### src/sv/sptrim_pkg.sv
// Shared types, register map and helpers for the string pattern trimmer.
// Used by the register block, the back end and the top level; depends on nothing.
`default_nettype none

package sptrim_pkg;

    localparam int PADDR_W = 5;
    localparam int PDATA_W = 64;

    localparam logic [1:0] REG_TRIM_MODE      = 2'd0;
    localparam logic [1:0] REG_PATTERN_BYTES  = 2'd1;
    localparam logic [1:0] REG_PATTERN_LENGTH = 2'd2;

    localparam logic [1:0] MODE_BOTH     = 2'd0;
    localparam logic [1:0] MODE_LEADING  = 2'd1;
    localparam logic [1:0] MODE_TRAILING = 2'd2;

    localparam logic [1:0]  RST_TRIM_MODE      = MODE_BOTH;
    localparam logic [63:0] RST_PATTERN_BYTES  = 64'h20;
    localparam logic [3:0]  RST_PATTERN_LENGTH = 4'd1;

    typedef struct packed {
        logic [1:0]  trim_mode;
        logic [63:0] pattern_bytes;
        logic [3:0]  pattern_length;
    } cfg_t;

    function automatic logic [7:0] pattern_at(input logic [63:0] pat, input logic [2:0] idx);
        pattern_at = pat[{idx, 3'b000} +: 8];
    endfunction

endpackage

`default_nettype wire

### src/sv/sptrim_in_if.sv
// Input channel of the string pattern trimmer: one text byte per transfer.
// Depends on nothing.
`default_nettype none

interface sptrim_in_if;
    logic       valid;
    logic       ready;
    logic [7:0] text_byte;
    logic       last_byte;
    logic       is_empty;

    modport source (output valid, output text_byte, output last_byte, output is_empty,
                    input ready);
    modport sink (input valid, input text_byte, input last_byte, input is_empty,
                  output ready);
endinterface

`default_nettype wire

### src/sv/sptrim_out_if.sv
// Output channel of the string pattern trimmer: one result byte per transfer.
// Depends on nothing.
`default_nettype none

interface sptrim_out_if;
    logic       valid;
    logic       ready;
    logic [7:0] out_byte;
    logic       last_out;
    logic       empty_result;
    logic       too_long;

    modport source (output valid, output out_byte, output last_out, output empty_result,
                    output too_long, input ready);
    modport sink (input valid, input out_byte, input last_out, input empty_result,
                  input too_long, output ready);
endinterface

`default_nettype wire

### src/sv/sptrim_ram.sv
// Generic single-write, single-read RAM with a registered read port.
// Depends on nothing.
`default_nettype none

module sptrim_ram #(
    parameter int WIDTH = 8,
    parameter int DEPTH = 128
) (
    input  wire logic                     clk,
    input  wire logic                     wr_en,
    input  wire logic [$clog2(DEPTH)-1:0] wr_addr,
    input  wire logic [WIDTH-1:0]         wr_data,
    input  wire logic                     rd_en,
    input  wire logic [$clog2(DEPTH)-1:0] rd_addr,
    output logic      [WIDTH-1:0]         rd_data
);

    logic [WIDTH-1:0] mem [DEPTH];
    logic [WIDTH-1:0] rd_data_reg;

    always_ff @(posedge clk)
    begin
        if (wr_en)
        begin
            mem[wr_addr] <= wr_data;
        end
        if (rd_en)
        begin
            rd_data_reg <= mem[rd_addr];
        end
    end

    assign rd_data = rd_data_reg;

endmodule

`default_nettype wire

### src/sv/sptrim_regs.sv
// APB-style configuration registers of the string pattern trimmer.
// Depends on sptrim_pkg.
`default_nettype none

module sptrim_regs (
    input  wire logic                          clk,
    input  wire logic                          rst_n,
    input  wire logic                          psel,
    input  wire logic                          penable,
    input  wire logic                          pwrite,
    input  wire logic [sptrim_pkg::PADDR_W-1:0] paddr,
    input  wire logic [sptrim_pkg::PDATA_W-1:0] pwdata,
    output logic      [sptrim_pkg::PDATA_W-1:0] prdata,
    output logic                               pready,
    output sptrim_pkg::cfg_t                   cfg
);

    logic [1:0]  mode_reg;
    logic [63:0] pat_reg;
    logic [3:0]  plen_reg;
    logic        wr;
    logic [1:0]  sel;

    assign pready = 1'b1;
    assign wr     = psel && penable && pwrite;
    assign sel    = paddr[4:3];

    always_ff @(posedge clk or negedge rst_n)
    begin
        if (!rst_n)
        begin
            mode_reg <= sptrim_pkg::RST_TRIM_MODE;
            pat_reg  <= sptrim_pkg::RST_PATTERN_BYTES;
            plen_reg <= sptrim_pkg::RST_PATTERN_LENGTH;
        end
        else if (wr)
        begin
            case (sel)
                sptrim_pkg::REG_TRIM_MODE:      mode_reg <= pwdata[1:0];
                sptrim_pkg::REG_PATTERN_BYTES:  pat_reg  <= pwdata;
                sptrim_pkg::REG_PATTERN_LENGTH: plen_reg <= pwdata[3:0];
                default:                        ;
            endcase
        end
    end

    always_comb
    begin
        case (sel)
            sptrim_pkg::REG_TRIM_MODE:      prdata = {62'd0, mode_reg};
            sptrim_pkg::REG_PATTERN_BYTES:  prdata = pat_reg;
            sptrim_pkg::REG_PATTERN_LENGTH: prdata = {60'd0, plen_reg};
            default:                        prdata = '0;
        endcase
    end

    assign cfg.trim_mode      = mode_reg;
    assign cfg.pattern_bytes  = pat_reg;
    assign cfg.pattern_length = plen_reg;

endmodule

`default_nettype wire

### src/sv/sptrim_front.sv
// Front end: accepts text bytes, writes them into the current buffer bank and
// issues a job descriptor at the end of each string. Depends on sptrim_in_if.
`default_nettype none

module sptrim_front #(
    parameter int MAX_LEN = 64,
    parameter int CW      = 7,
    parameter int AW      = 6
) (
    input  wire logic            clk,
    input  wire logic            rst_n,
    sptrim_in_if.sink            text_in,
    input  wire logic            q_full,
    output logic                 wr_en,
    output logic [AW:0]          wr_addr,
    output logic [7:0]           wr_data,
    output logic                 push,
    output logic [CW+1:0]        push_data
);

    logic          cnt_lt;
    logic [CW-1:0] cnt_reg, cnt_next;
    logic          ovf_reg, ovf_next;
    logic          bank_reg, bank_next;
    logic          acc;
    logic          store;
    logic          fin;

    assign text_in.ready = !q_full;
    assign acc    = text_in.valid && !q_full;
    assign cnt_lt = cnt_reg < CW'(MAX_LEN);
    assign store  = acc && !text_in.is_empty && cnt_lt;
    assign fin    = acc && (text_in.last_byte || text_in.is_empty);

    assign wr_en   = store;
    assign wr_addr = {bank_reg, cnt_reg[AW-1:0]};
    assign wr_data = text_in.text_byte;

    always_comb
    begin
        cnt_next  = store ? cnt_reg + CW'(1) : cnt_reg;
        ovf_next  = ovf_reg || (acc && !text_in.is_empty && !cnt_lt);
        bank_next = bank_reg;
        push      = fin;
        push_data = {bank_reg, cnt_next, ovf_next};
        if (fin)
        begin
            cnt_next  = '0;
            ovf_next  = 1'b0;
            bank_next = !bank_reg;
        end
    end

    always_ff @(posedge clk or negedge rst_n)
    begin
        if (!rst_n)
        begin
            cnt_reg  <= '0;
            ovf_reg  <= 1'b0;
            bank_reg <= 1'b0;
        end
        else
        begin
            cnt_reg  <= cnt_next;
            ovf_reg  <= ovf_next;
            bank_reg <= bank_next;
        end
    end

endmodule

`default_nettype wire

### src/sv/sptrim_jobq.sv
// Two-entry job queue between the front and back ends.
// Depends on nothing.
`default_nettype none

module sptrim_jobq #(
    parameter int W = 9
) (
    input  wire logic         clk,
    input  wire logic         rst_n,
    input  wire logic         push,
    input  wire logic [W-1:0] push_data,
    input  wire logic         pop,
    output logic              full,
    output logic              head_valid,
    output logic [W-1:0]      head_data
);

    logic [W-1:0] slot_reg [2];
    logic         wp_reg, wp_next;
    logic         rp_reg, rp_next;
    logic [1:0]   cnt_reg, cnt_next;

    assign full       = cnt_reg == 2'd2;
    assign head_valid = cnt_reg != 2'd0;
    assign head_data  = slot_reg[rp_reg];

    always_comb
    begin
        wp_next  = push ? !wp_reg : wp_reg;
        rp_next  = pop ? !rp_reg : rp_reg;
        cnt_next = cnt_reg + 2'(push) - 2'(pop);
    end

    always_ff @(posedge clk)
    begin
        if (push)
        begin
            slot_reg[wp_reg] <= push_data;
        end
    end

    always_ff @(posedge clk or negedge rst_n)
    begin
        if (!rst_n)
        begin
            wp_reg  <= 1'b0;
            rp_reg  <= 1'b0;
            cnt_reg <= 2'd0;
        end
        else
        begin
            wp_reg  <= wp_next;
            rp_reg  <= rp_next;
            cnt_reg <= cnt_next;
        end
    end

endmodule

`default_nettype wire

### src/sv/sptrim_back.sv
// Back end: scans a buffered string for whole pattern copies at the front and/or
// the back, then emits the remaining bytes. Depends on sptrim_pkg, sptrim_out_if.
`default_nettype none

module sptrim_back #(
    parameter int MAX_PATTERN = 8,
    parameter int CW          = 7,
    parameter int AW          = 6
) (
    input  wire logic            clk,
    input  wire logic            rst_n,
    input  wire sptrim_pkg::cfg_t cfg,
    input  wire logic            job_valid,
    input  wire logic [CW+1:0]   job_data,
    output logic                 pop,
    output logic                 rd_en,
    output logic [AW:0]          rd_addr,
    input  wire logic [7:0]      rd_data,
    sptrim_out_if.source         text_out
);

    localparam int IW = (MAX_PATTERN > 1) ? $clog2(MAX_PATTERN) : 1;
    localparam int PW = $clog2(MAX_PATTERN + 1);

    localparam logic [3:0] S_IDLE   = 4'd0;
    localparam logic [3:0] S_LRD    = 4'd1;
    localparam logic [3:0] S_LCMP   = 4'd2;
    localparam logic [3:0] S_TRD    = 4'd3;
    localparam logic [3:0] S_TCMP   = 4'd4;
    localparam logic [3:0] S_ESTART = 4'd5;
    localparam logic [3:0] S_EMPTY  = 4'd6;
    localparam logic [3:0] S_ERD    = 4'd7;
    localparam logic [3:0] S_EOUT   = 4'd8;

    logic [3:0]    state_reg, state_next;
    logic [CW-1:0] front_reg, front_next;
    logic [CW-1:0] back_reg, back_next;
    logic [IW-1:0] idx_reg, idx_next;
    logic [PW-1:0] plen_reg, plen_next;
    logic          trail_reg, trail_next;

    logic          out_valid_reg;
    logic [7:0]    out_byte_reg;
    logic          out_last_reg;
    logic          out_empty_reg;
    logic          out_long_reg;

    logic          job_bank;
    logic [CW-1:0] job_len;
    logic          job_ovf;
    logic [PW-1:0] plen_clamp;
    logic [CW:0]   front_plus;
    logic [CW-1:0] back_base;
    logic [CW-1:0] lsum;
    logic [CW-1:0] tsum;
    logic          byte_hit;
    logic          pat_end;
    logic          out_free;
    logic          load;
    logic [7:0]    ld_byte;
    logic          ld_last;
    logic          ld_empty;

    assign job_bank   = job_data[CW+1];
    assign job_len    = job_data[CW:1];
    assign job_ovf    = job_data[0];
    assign plen_clamp = (cfg.pattern_length > 4'(MAX_PATTERN)) ? PW'(MAX_PATTERN)
                                                               : PW'(cfg.pattern_length);
    assign front_plus = {1'b0, front_reg} + (CW+1)'(plen_reg);
    assign back_base  = back_reg - CW'(plen_reg);
    assign lsum       = front_reg + CW'(idx_reg);
    assign tsum       = back_base + CW'(idx_reg);
    assign byte_hit   = rd_data == sptrim_pkg::pattern_at(cfg.pattern_bytes, 3'(idx_reg));
    assign pat_end    = (PW'(idx_reg) + PW'(1)) == plen_reg;
    assign out_free   = !out_valid_reg || text_out.ready;

    always_comb
    begin
        state_next = state_reg;
        front_next = front_reg;
        back_next  = back_reg;
        idx_next   = idx_reg;
        plen_next  = plen_reg;
        trail_next = trail_reg;
        pop        = 1'b0;
        rd_en      = 1'b0;
        rd_addr    = {job_bank, front_reg[AW-1:0]};
        load       = 1'b0;
        ld_byte    = 8'd0;
        ld_last    = 1'b0;
        ld_empty   = 1'b0;
        case (state_reg)
            S_IDLE:
            begin
                if (job_valid)
                begin
                    plen_next  = plen_clamp;
                    front_next = '0;
                    back_next  = job_len;
                    idx_next   = '0;
                    trail_next = cfg.trim_mode != sptrim_pkg::MODE_LEADING;
                    if (plen_clamp == '0)
                    begin
                        state_next = S_ESTART;
                    end
                    else if (cfg.trim_mode != sptrim_pkg::MODE_TRAILING)
                    begin
                        state_next = S_LRD;
                    end
                    else
                    begin
                        state_next = S_TRD;
                    end
                end
            end
            S_LRD:
            begin
                if (front_plus <= {1'b0, job_len})
                begin
                    rd_en      = 1'b1;
                    rd_addr    = {job_bank, lsum[AW-1:0]};
                    state_next = S_LCMP;
                end
                else
                begin
                    idx_next   = '0;
                    state_next = trail_reg ? S_TRD : S_ESTART;
                end
            end
            S_LCMP:
            begin
                if (byte_hit)
                begin
                    state_next = S_LRD;
                    if (pat_end)
                    begin
                        front_next = front_plus[CW-1:0];
                        idx_next   = '0;
                    end
                    else
                    begin
                        idx_next = idx_reg + IW'(1);
                    end
                end
                else
                begin
                    idx_next   = '0;
                    state_next = trail_reg ? S_TRD : S_ESTART;
                end
            end
            S_TRD:
            begin
                if ({1'b0, back_reg} >= front_plus)
                begin
                    rd_en      = 1'b1;
                    rd_addr    = {job_bank, tsum[AW-1:0]};
                    state_next = S_TCMP;
                end
                else
                begin
                    state_next = S_ESTART;
                end
            end
            S_TCMP:
            begin
                if (byte_hit)
                begin
                    state_next = S_TRD;
                    if (pat_end)
                    begin
                        back_next = back_base;
                        idx_next  = '0;
                    end
                    else
                    begin
                        idx_next = idx_reg + IW'(1);
                    end
                end
                else
                begin
                    idx_next   = '0;
                    state_next = S_ESTART;
                end
            end
            S_ESTART:
            begin
                state_next = (back_reg <= front_reg) ? S_EMPTY : S_ERD;
            end
            S_EMPTY:
            begin
                if (out_free)
                begin
                    load       = 1'b1;
                    ld_last    = 1'b1;
                    ld_empty   = 1'b1;
                    pop        = 1'b1;
                    state_next = S_IDLE;
                end
            end
            S_ERD:
            begin
                rd_en      = 1'b1;
                state_next = S_EOUT;
            end
            S_EOUT:
            begin
                if (out_free)
                begin
                    load       = 1'b1;
                    ld_byte    = rd_data;
                    ld_last    = (front_reg + CW'(1)) == back_reg;
                    front_next = front_reg + CW'(1);
                    if (ld_last)
                    begin
                        pop        = 1'b1;
                        state_next = S_IDLE;
                    end
                    else
                    begin
                        state_next = S_ERD;
                    end
                end
            end
            default:
            begin
                state_next = S_IDLE;
            end
        endcase
    end

    always_ff @(posedge clk or negedge rst_n)
    begin
        if (!rst_n)
        begin
            state_reg     <= S_IDLE;
            front_reg     <= '0;
            back_reg      <= '0;
            idx_reg       <= '0;
            plen_reg      <= '0;
            trail_reg     <= 1'b0;
            out_valid_reg <= 1'b0;
        end
        else
        begin
            state_reg     <= state_next;
            front_reg     <= front_next;
            back_reg      <= back_next;
            idx_reg       <= idx_next;
            plen_reg      <= plen_next;
            trail_reg     <= trail_next;
            out_valid_reg <= load || (out_valid_reg && !text_out.ready);
        end
    end

    always_ff @(posedge clk)
    begin
        if (load)
        begin
            out_byte_reg  <= ld_byte;
            out_last_reg  <= ld_last;
            out_empty_reg <= ld_empty;
            out_long_reg  <= job_ovf;
        end
    end

    assign text_out.valid        = out_valid_reg;
    assign text_out.out_byte     = out_byte_reg;
    assign text_out.last_out     = out_last_reg;
    assign text_out.empty_result = out_empty_reg;
    assign text_out.too_long     = out_long_reg;

endmodule

`default_nettype wire

### src/sv/string_pattern_trimmer_core.sv
// Top level of the string pattern trimmer: front end, job queue, back end,
// two-bank string buffer and configuration registers. Depends on all other files.
//
// Usage: strings enter on text_in one byte per transfer; last_byte or is_empty
// ends a string. The trimmed bytes leave on text_out, one per transfer, the
// final one marked by last_out; an empty outcome is a single transfer with
// empty_result set. Bytes beyond MAX_LEN are dropped and too_long is set on
// every result of that string. Registers are written through the APB port.
// The front end takes one byte per cycle while a buffer bank is free; the
// buffer holds two strings, so one string loads while the previous is trimmed.
// The back end shares the single buffer read port for scanning and emission:
// each compared pattern byte passes a read state and then a compare state, and
// each result passes a read state and then an output state, one result at a
// time; a start state between scan and emission checks for an empty outcome.
// When the receiver stalls, the result stays in the output register and the
// back end waits; once both banks are full, text_in.ready drops.
// Reset empties the queue and buffer counts and restores the register values
// (trim both ends, pattern a single space).
`default_nettype none

module string_pattern_trimmer_core #(
    parameter int MAX_LEN     = 64,
    parameter int MAX_PATTERN = 8
) (
    input  wire logic                           clk,
    input  wire logic                           rst_n,
    sptrim_in_if.sink                           text_in,
    sptrim_out_if.source                        text_out,
    input  wire logic                           psel,
    input  wire logic                           penable,
    input  wire logic                           pwrite,
    input  wire logic [sptrim_pkg::PADDR_W-1:0] paddr,
    input  wire logic [sptrim_pkg::PDATA_W-1:0] pwdata,
    output logic      [sptrim_pkg::PDATA_W-1:0] prdata,
    output logic                                pready
);

    localparam int CW = $clog2(MAX_LEN + 1);
    localparam int AW = (MAX_LEN > 1) ? $clog2(MAX_LEN) : 1;
    localparam int JW = CW + 2;

    sptrim_pkg::cfg_t cfg;
    logic             wr_en;
    logic [AW:0]      wr_addr;
    logic [7:0]       wr_data;
    logic             rd_en;
    logic [AW:0]      rd_addr;
    logic [7:0]       rd_data;
    logic             push;
    logic [JW-1:0]    push_data;
    logic             pop;
    logic             q_full;
    logic             job_valid;
    logic [JW-1:0]    job_data;

    sptrim_regs u_regs (
        .clk     (clk),
        .rst_n   (rst_n),
        .psel    (psel),
        .penable (penable),
        .pwrite  (pwrite),
        .paddr   (paddr),
        .pwdata  (pwdata),
        .prdata  (prdata),
        .pready  (pready),
        .cfg     (cfg)
    );

    sptrim_front #(
        .MAX_LEN (MAX_LEN),
        .CW      (CW),
        .AW      (AW)
    ) u_front (
        .clk       (clk),
        .rst_n     (rst_n),
        .text_in   (text_in),
        .q_full    (q_full),
        .wr_en     (wr_en),
        .wr_addr   (wr_addr),
        .wr_data   (wr_data),
        .push      (push),
        .push_data (push_data)
    );

    sptrim_ram #(
        .WIDTH (8),
        .DEPTH (2 ** (AW + 1))
    ) u_ram (
        .clk     (clk),
        .wr_en   (wr_en),
        .wr_addr (wr_addr),
        .wr_data (wr_data),
        .rd_en   (rd_en),
        .rd_addr (rd_addr),
        .rd_data (rd_data)
    );

    sptrim_jobq #(
        .W (JW)
    ) u_jobq (
        .clk        (clk),
        .rst_n      (rst_n),
        .push       (push),
        .push_data  (push_data),
        .pop        (pop),
        .full       (q_full),
        .head_valid (job_valid),
        .head_data  (job_data)
    );

    sptrim_back #(
        .MAX_PATTERN (MAX_PATTERN),
        .CW          (CW),
        .AW          (AW)
    ) u_back (
        .clk       (clk),
        .rst_n     (rst_n),
        .cfg       (cfg),
        .job_valid (job_valid),
        .job_data  (job_data),
        .pop       (pop),
        .rd_en     (rd_en),
        .rd_addr   (rd_addr),
        .rd_data   (rd_data),
        .text_out  (text_out)
    );

    a_bank_guard: assert property (@(posedge clk) disable iff (!rst_n)
        (wr_en && job_valid) |-> (wr_addr[AW] != job_data[JW-1]))
        else $error("front end wrote into the bank being trimmed");

    a_pop_valid: assert property (@(posedge clk) disable iff (!rst_n)
        pop |-> job_valid)
        else $error("job popped from an empty queue");

    a_no_push_full: assert property (@(posedge clk) disable iff (!rst_n)
        push |-> !q_full)
        else $error("job pushed into a full queue");

    a_empty_is_last: assert property (@(posedge clk) disable iff (!rst_n)
        (text_out.valid && text_out.empty_result) |-> text_out.last_out)
        else $error("empty result not marked as the final transfer");

endmodule

`default_nettype wire
### src/flat_wrapper.sv
// flat-port wrapper written by rule: the top's interface ports become plain ports
module string_pattern_trimmer_core_flat 
#(
    parameter int MAX_LEN     = 64,
    parameter int MAX_PATTERN = 8
)
  (clk, rst_n, psel, penable, pwrite, paddr, pwdata, prdata, pready, text_in_valid, text_in_text_byte, text_in_last_byte, text_in_is_empty, text_in_ready, text_out_valid, text_out_out_byte, text_out_last_out, text_out_empty_result, text_out_too_long, text_out_ready);
  sptrim_in_if text_in_i ();
  sptrim_out_if text_out_i ();
  input  wire logic clk;
  input  wire logic rst_n;
  input  wire logic psel;
  input  wire logic penable;
  input  wire logic pwrite;
  input  wire logic [sptrim_pkg::PADDR_W-1:0] paddr;
  input  wire logic [sptrim_pkg::PDATA_W-1:0] pwdata;
  output logic      [sptrim_pkg::PDATA_W-1:0] prdata;
  output logic pready;
  input wire logic [$bits(text_in_i.valid)-1:0] text_in_valid;
  input wire logic [$bits(text_in_i.text_byte)-1:0] text_in_text_byte;
  input wire logic [$bits(text_in_i.last_byte)-1:0] text_in_last_byte;
  input wire logic [$bits(text_in_i.is_empty)-1:0] text_in_is_empty;
  output wire logic [$bits(text_in_i.ready)-1:0] text_in_ready;
  output wire logic [$bits(text_out_i.valid)-1:0] text_out_valid;
  output wire logic [$bits(text_out_i.out_byte)-1:0] text_out_out_byte;
  output wire logic [$bits(text_out_i.last_out)-1:0] text_out_last_out;
  output wire logic [$bits(text_out_i.empty_result)-1:0] text_out_empty_result;
  output wire logic [$bits(text_out_i.too_long)-1:0] text_out_too_long;
  input wire logic [$bits(text_out_i.ready)-1:0] text_out_ready;
  assign text_in_i.valid = text_in_valid;
  assign text_in_i.text_byte = text_in_text_byte;
  assign text_in_i.last_byte = text_in_last_byte;
  assign text_in_i.is_empty = text_in_is_empty;
  assign text_in_ready = text_in_i.ready;
  assign text_out_valid = text_out_i.valid;
  assign text_out_out_byte = text_out_i.out_byte;
  assign text_out_last_out = text_out_i.last_out;
  assign text_out_empty_result = text_out_i.empty_result;
  assign text_out_too_long = text_out_i.too_long;
  assign text_out_i.ready = text_out_ready;
  string_pattern_trimmer_core #(.MAX_LEN(MAX_LEN), .MAX_PATTERN(MAX_PATTERN)) u_core (.clk(clk), .rst_n(rst_n), .text_in(text_in_i), .text_out(text_out_i), .psel(psel), .penable(penable), .pwrite(pwrite), .paddr(paddr), .pwdata(pwdata), .prdata(prdata), .pready(pready));
endmodule
### config.mk
export PLATFORM = sky130hd
export DESIGN_NAME = string_pattern_trimmer_core_flat
export DESIGN_NICKNAME = d
export VERILOG_FILES = /design/src/sv/sptrim_pkg.sv /design/src/sv/sptrim_in_if.sv /design/src/sv/sptrim_out_if.sv /design/src/sv/sptrim_ram.sv /design/src/sv/sptrim_regs.sv /design/src/sv/sptrim_front.sv /design/src/sv/sptrim_jobq.sv /design/src/sv/sptrim_back.sv /design/src/sv/string_pattern_trimmer_core.sv /design/src/flat_wrapper.sv
export SDC_FILE = /design/constraint.sdc
export NUM_CORES = 1
export LEC_CHECK = 0
export ABC_AREA = 1
export BUFFER_PORTS_ARGS = -buffer_cell sky130_fd_sc_hd__buf_2
export CAP_MARGIN = 40
export CORE_MARGIN = 8
export CORE_UTILIZATION = 35
export DETAILED_ROUTE_END_ITERATION = 8
export SKIP_LAST_GASP = 1
export SYNTH_ARGS = -nofsm -noshare
export SYNTH_HDL_FRONTEND = slang
export SYNTH_SLANG_ARGS = --single-unit
### constraint.sdc
create_clock -name clk -period 11.4 [get_ports clk]
set_clock_uncertainty 0.1 [all_clocks]
set_input_delay 1.71 -clock clk [delete_from_list [all_inputs] [get_ports clk]]
set_output_delay 1.71 -clock clk [all_outputs]
set_load 0.005 [all_outputs]
==> results of run 1 <==
==> cell families after synthesis <==
group / share of synthesized area, %
AO/OA/AOI/OAI: 2.40
XOR/XNOR: 0.596
adder cells (fa/ha/maj): 1.02
buffers and inverters: 10.7
flip-flops: 63.7
multiplexers: 0.133
other: 0.00690
AND/OR/NAND/NOR: 21.5
==> per-layer routing <==
metal	global-route usage [%]	wire length, um	up-vias
met5	0	0	-
met4	4.93	4230	0
met3	2.61	10800	244
met2	26.5	66100	1460
met1	23.7	64500	18100
li1	-	-	18100
==> metrics by stage <==
| step | instances | utilization [%] |
|---|---|---|
| after detailed placement | 7502 | 36.9 |
| after global routing | 7734 | 39.4 |
| final | 7734 | 39.4 |
| after CTS | 7731 | 39.4 |
| after floorplan | 5516 | - |
| after global placement | 7482 | 36.7 |
==> power by group through the flow <==
stage | combinational [mW] | sequential, mW | clock (mW)
floorplan | 4.67 | 5.03 | 0
global placement | 6.51 | 5.09 | 0
detailed placement | 6.66 | 5.10 | 0
CTS | 6.69 | 5.01 | 3.92
global route | 7.35 | 5.03 | 4.07
finish | 6.71 | 5.01 | 3.85
==> worst min path at each step <==
| stage | from | end |
|---|---|---|
| floorplan | u_core.u_regs.plen_reg[1] | u_core.u_regs.plen_reg[1] |
| global placement | u_core.u_regs.plen_reg[1] | u_core.u_regs.plen_reg[1] |
| detailed placement | u_core.u_jobq.cnt_reg[0] | u_core.u_jobq.cnt_reg[0] |
| CTS | u_core.u_jobq.cnt_reg[0] | u_core.u_jobq.cnt_reg[0] |
| global route | u_core.u_jobq.cnt_reg[0] | u_core.u_jobq.cnt_reg[0] |
| finish | u_core.u_jobq.cnt_reg[0] | u_core.u_jobq.cnt_reg[0] |
==> cell type report <==
class | instances | area, um^2
clock buffer | 153 | 3180
clock inverter | 76 | 639
fill | 15000 | 93500
inverter | 1103 | 4150
multi-input combinational | 2962 | 14000
sequential | 1171 | 34600
tap | 2044 | 2560
timing repair buffer | 225 | 1580
==> synth_stat cells (3+ instances only) <==
master | n | area share, %
ha_1 | 38 | 0.87
inv_1 | 1091 | 7.5
a21oi_1 | 57 | 0.52
nand3_1 | 1080 | 9.9
o2111ai_1 | 4 | 0.064
o21ai_1 | 5 | 0.046
nand4_1 | 8 | 0.092
edfxtp_1 | 1061 | 59
o21ai_0 | 133 | 1.2
nand3b_1 | 65 | 0.90
inv_2 | 7 | 0.048
o22ai_1 | 11 | 0.13
fa_1 | 4 | 0.15
nand2_1 | 1185 | 8.2
nor3_1 | 10 | 0.092
or2_2 | 3 | 0.035
o211ai_1 | 9 | 0.12
nand2_4 | 5 | 0.10
mux2i_1 | 5 | 0.092
a211oi_1 | 4 | 0.055
nand2_2 | 6 | 0.069
clkbuf_1 | 51 | 0.35
buf_2 | 161 | 1.5
buf_1 | 7 | 0.048
a31oi_1 | 3 | 0.035
nor2_2 | 4 | 0.046
buf_6 | 47 | 0.97
dfrtp_1 | 108 | 5.0
xor2_1 | 33 | 0.53
nor2_1 | 258 | 1.8
clkinv_1 | 4 | 0.028
buf_4 | 13 | 0.18
xnor2_1 | 4 | 0.064
nand3_2 | 5 | 0.092
==> qor.yml, run 1 <==
outcome: "finished clean"
yosys_most_used_dff: "edfxtp_1"
postLayoutCellArea_um2: 60700
htree_levels: 3
grt_pass1_vias: 35600
grt_usage_pct: 16.7
crit_family: "simple AND/OR/NAND/NOR gates"
dr.pass1.iters: 6
switching_share_pct: 42.8
cts_root_buf: "clkbuf_16"
hold_viol: 0
drv_cap: 0
fin_total_pwr_mw: 15.6
crit_path_start_kind: "register"
finalSetupViolations: 0
critical_path_class: "register to register"
area_delta_synth_final_pct: 11.7
fin_hold_ws_ps: 406
diodes: 0
routed_wire_length_per_instance_um: 18.8
cts_hold_buf: 0
fp.dieH_um: 410
placed_cell_area_um2: 56900
relSlewSlack_pct: 34.6
fmax_mhz: 140
synth_area_um2: 54400
drc: 0
crit_fanout: 99
clock_latency_ps: 760
grt_pass1_wl_mm: 220
cp_slowest_cell: "buf_4"
dpl.hpwl_mm: 85.0
ant_nets: 0
synth_cell_type_count: 54
synth.net_count: 5644
final_cell_mix: "nand2_1, inv_1, nand3_1"
fin_crit_sh_pct: 62.7
pwr-share-comb_pct: 43.1
nets: 5711
cts.clk_slew.worst_paths_ps: 60
synth_warnings: 0
finalWirelength_mm: 146
hold-path-cell-count: 1
p_seq_share_pct: 32.2
syn_inst: 5516
largest_register_ffs: 1024
row_count: 144
asyncSetResetFlopFracSynth_pct: 9.39
worstMarginPinSlew_ps: 978
timing.setup.tns_ps: 0
worstReg2RegStart: "u_core.u_back.front_reg[0]"
slew_viol_final: 0
numCtsBuffers: 120
ff2ff_setup_slack_ps: 4260
place_congestion: 0.850
p_sw_mw: 6.67
critPathCaptureType: "register"
die-area_um2: 168000
crit_start: "u_core.u_back.front_reg[0]"
vias: 37800
start_util_pct: 35.2
pwr-share-clk_pct: 24.7
p_leak_nw: 25.7
grt-ovfl-total: 0
timing.rr.end: "u_core.u_ram.rd_data[3]"
drive_gt1_share_pct: 7.77
crit_end: "u_core.u_ram.rd_data[3]"
critPathBufInv: 6
cts_setup_buffers: 0
worstPathRequired_ps: 11780
hold_path_class: "register to register"
antenna_found_initial: 0
synth_area_per_cell_um2: 9.86
rsz0062_at_grt: "no"
grt_max_degree: 142
cts_buffer_depth: 3
ir_drop_uv: 272
cts-resized-gates: 0
power.density_nw_per_um2: 256
arrival_ps: 7520
io_buffers: 159
dp_slack_ps: 4320
synth_seq_cells: 1171
min_period_ps: 7140
io-pin-count: 164
r2r_cells: 30
initialDrtViolationCount: 4226
via_per_inst: 4.89
cp.depth: 30
final_common_cell: "nand2_1"
clkSinkCount: 1171
power.internal_mw: 8.89
max_stage_delay_ps: 820
die_x_um: 410
setup_ws_ps: 4260
synth_edf_count: 1061
ys_seq_area_share_pct: 63.7
coreArea_um2: 154000
tritoncts: "yes"
Note: power is estimated with default switching activity, not from simulation.
==> run 2: changes to the inputs <==
==> constraint.sdc (replaced) <==
create_clock -name clk -period 6.8 [get_ports clk]
set_clock_uncertainty 0.1 [all_clocks]
set_input_delay 1.02 -clock clk [delete_from_list [all_inputs] [get_ports clk]]
set_output_delay 1.02 -clock clk [all_outputs]
set_load 0.005 [all_outputs]
==> run 2 against run 1 <==
Cell count is 0.12% higher. Sequential power is 67% higher. Global-route usage is 0.20 points lower. Power is 67% higher. Critical endpoint is now u_core.u_ram.rd_data[1]. Via count is 0.76% lower. Non-clock buffer count is 14 higher. Worst hold slack worse by 210 ps. Clock power is 64% higher. Utilization is 0.077 points higher. Register-to-register slack worse by 3300 ps.
==> qor.yml, run 2 (synthesis results as in run 1) <==
place_congestion: 0.872  # +2.6%
critical_path_class: "register to register"
htree_levels: 3  # unchanged
coreArea_um2: 154000  # unchanged
power.density_nw_per_um2: 427  # +67%
numCtsBuffers: 121  # +0.83%
hold_path_class: "primary input to async pin"
dpl.hpwl_mm: 85.6  # +0.78%
cts-resized-gates: 0  # unchanged
drc: 0  # unchanged
io_buffers: 159  # unchanged
row_count: 144  # unchanged
ir_drop_uv: 636  # +130%
grt_pass1_wl_mm: 218  # -0.77%
fin_crit_sh_pct: 86.3  # +24 points
ant_nets: 0  # unchanged
io-pin-count: 164  # unchanged
worstMarginPinSlew_ps: 962  # -15.7 ps
finalSetupViolations: 0  # unchanged
antenna_found_initial: 1  # +1
crit_fanout: 91  # -8.1%
hold_viol: 0  # unchanged
fill_cells: 14900  # -0.65%
cts_buffer_depth: 3  # unchanged
timing.setup.tns_ps: 0  # unchanged
cts_root_buf: "clkbuf_16"
grt_max_degree: 129  # -9.2%
grt-ovfl-total: 0  # unchanged
cts.clk_slew.worst_paths_ps: 60  # about the same
nets: 5726  # +0.26%
routed_wire_length_per_instance_um: 18.5  # -1.9%
worstPathRequired_ps: 7120  # -4660 ps
tritoncts: "yes"
utilization_pct: 39.5  # +0.077 points
min_period_ps: 5870  # -1270 ps
drv_cap: 0  # unchanged
rsz0062_at_grt: "no"
die_x_um: 410  # unchanged
crit_path_start_kind: "register"
area_delta_synth_final_pct: 11.9
cts_setup_buffers: 0  # unchanged
clock_latency_ps: 760  # about the same
p_leak_nw: 25.8  # +0.32%
cp_slowest_cell: "dfrtp_1"
drive_gt1_share_pct: 8.00  # +0.23 points
critPathCaptureType: "register"
vias: 37600  # -0.76%
cpMostUsedCell: "nand3_1"
cts_hold_buf: 0  # unchanged
final_cell_mix: "nand2_1, inv_1, nand3_1"
grt_usage_pct: 16.5  # -0.20 points
finalWirelength_mm: 143  # -1.8%
fmax_mhz: 170  # +22%
max_stage_delay_ps: 580  # -240 ps
dr.pass1.iters: 6  # unchanged
grt_pass1_vias: 36200  # +1.8%
via_per_inst: 4.85  # -0.87%
start_util_pct: 35.2  # unchanged
die-area_um2: 168000  # unchanged
relSlewSlack_pct: 35.4  # +0.80 points
fp.dieH_um: 410  # unchanged
arrival_ps: 6190  # -1330 ps
largest_register_ffs: 1024  # unchanged
slew_viol_final: 0  # unchanged
clkSinkCount: 1171  # unchanged
initialDrtViolationCount: 3836  # -9.2%
outcome: "finished clean"
final_common_cell: "nand2_1"
run 2: cell types whose count changed in the layout (fill, tap and decap cells not counted), sizes merged, moves of 3 or more:
cell,before,now
clkbuf,153,159
clkinv,63,60
buf,225,239
clkinvlp,5,2
bufinv,8,3
run 2: final cells by class:
type / instances / area, um^2 / share of cell area, %
Tap cell: 2044 / 2560 / 4.20
Clock inverter: 64 / 472 / 0.775
Inverter: 1103 / 4150 / 6.82
Timing Repair Buffer: 239 / 1770 / 2.91
Clock buffer: 159 / 3270 / 5.38
Multi-Input combinational cell: 2962 / 14000 / 23.0
Sequential cell: 1171 / 34600 / 56.9
Antenna cell: 1 / 2.50 / 0.00411
run 2: stage by stage:
step	power (mW)	setup WS (ps)	hold slack [ps]	cell area (um^2)	instances
6_report	26.0	929	198	60800	7743
5_1_grt	27.5	547	213	60800	7743
4_1_cts	26.1	941	167	60800	7741
3_5_place_dp	19.7	961	398	57100	7518
3_3_place_gp	19.6	1020	370	56900	7502
2_1_floorplan	16.3	2730	353	54400	5516
run 2: power by group:
part	internal, mW	switching, mW
Sequential	8.18	0.207
Combinational	3.23	8.06
Clock	3.49	2.80
run 2: per-layer routing:
layer  track usage, %  wire length (um)  share of wire (%)
met5                0                 0                  0
met4             4.84              4120                2.9
met3             3.25             11200                7.9
met2             27.0             65800                 46
met1             22.4             61700                 43
run 2: final timing paths:
check                           cells after the start                  startpoint                         to  slack, ps
worst max-delay path                               29  u_core.u_back.front_reg[0]    u_core.u_ram.rd_data[1]        930
max in group asynchronous                           3                       rst_n   u_core.u_regs.pat_reg[5]       5410
worst min-delay path                                1                       rst_n  u_core.u_regs.pat_reg[16]        200
worst min register to register                      2   u_core.u_regs.plen_reg[0]  u_core.u_regs.plen_reg[0]        410
worst max register to register                     29  u_core.u_back.front_reg[0]    u_core.u_ram.rd_data[1]        930
min in group clk                                    3                  pwdata[40]  u_core.u_regs.pat_reg[40]        390
run 2: worst max-delay path: cells and delay by family (launching register included):
family          cells  cell delay (ps)
fa+ha+maj           3              970
flops               1              580
compound gates      1              190
buf+inv             5              680
simple gates       19             2680
xor+xnor            1              290
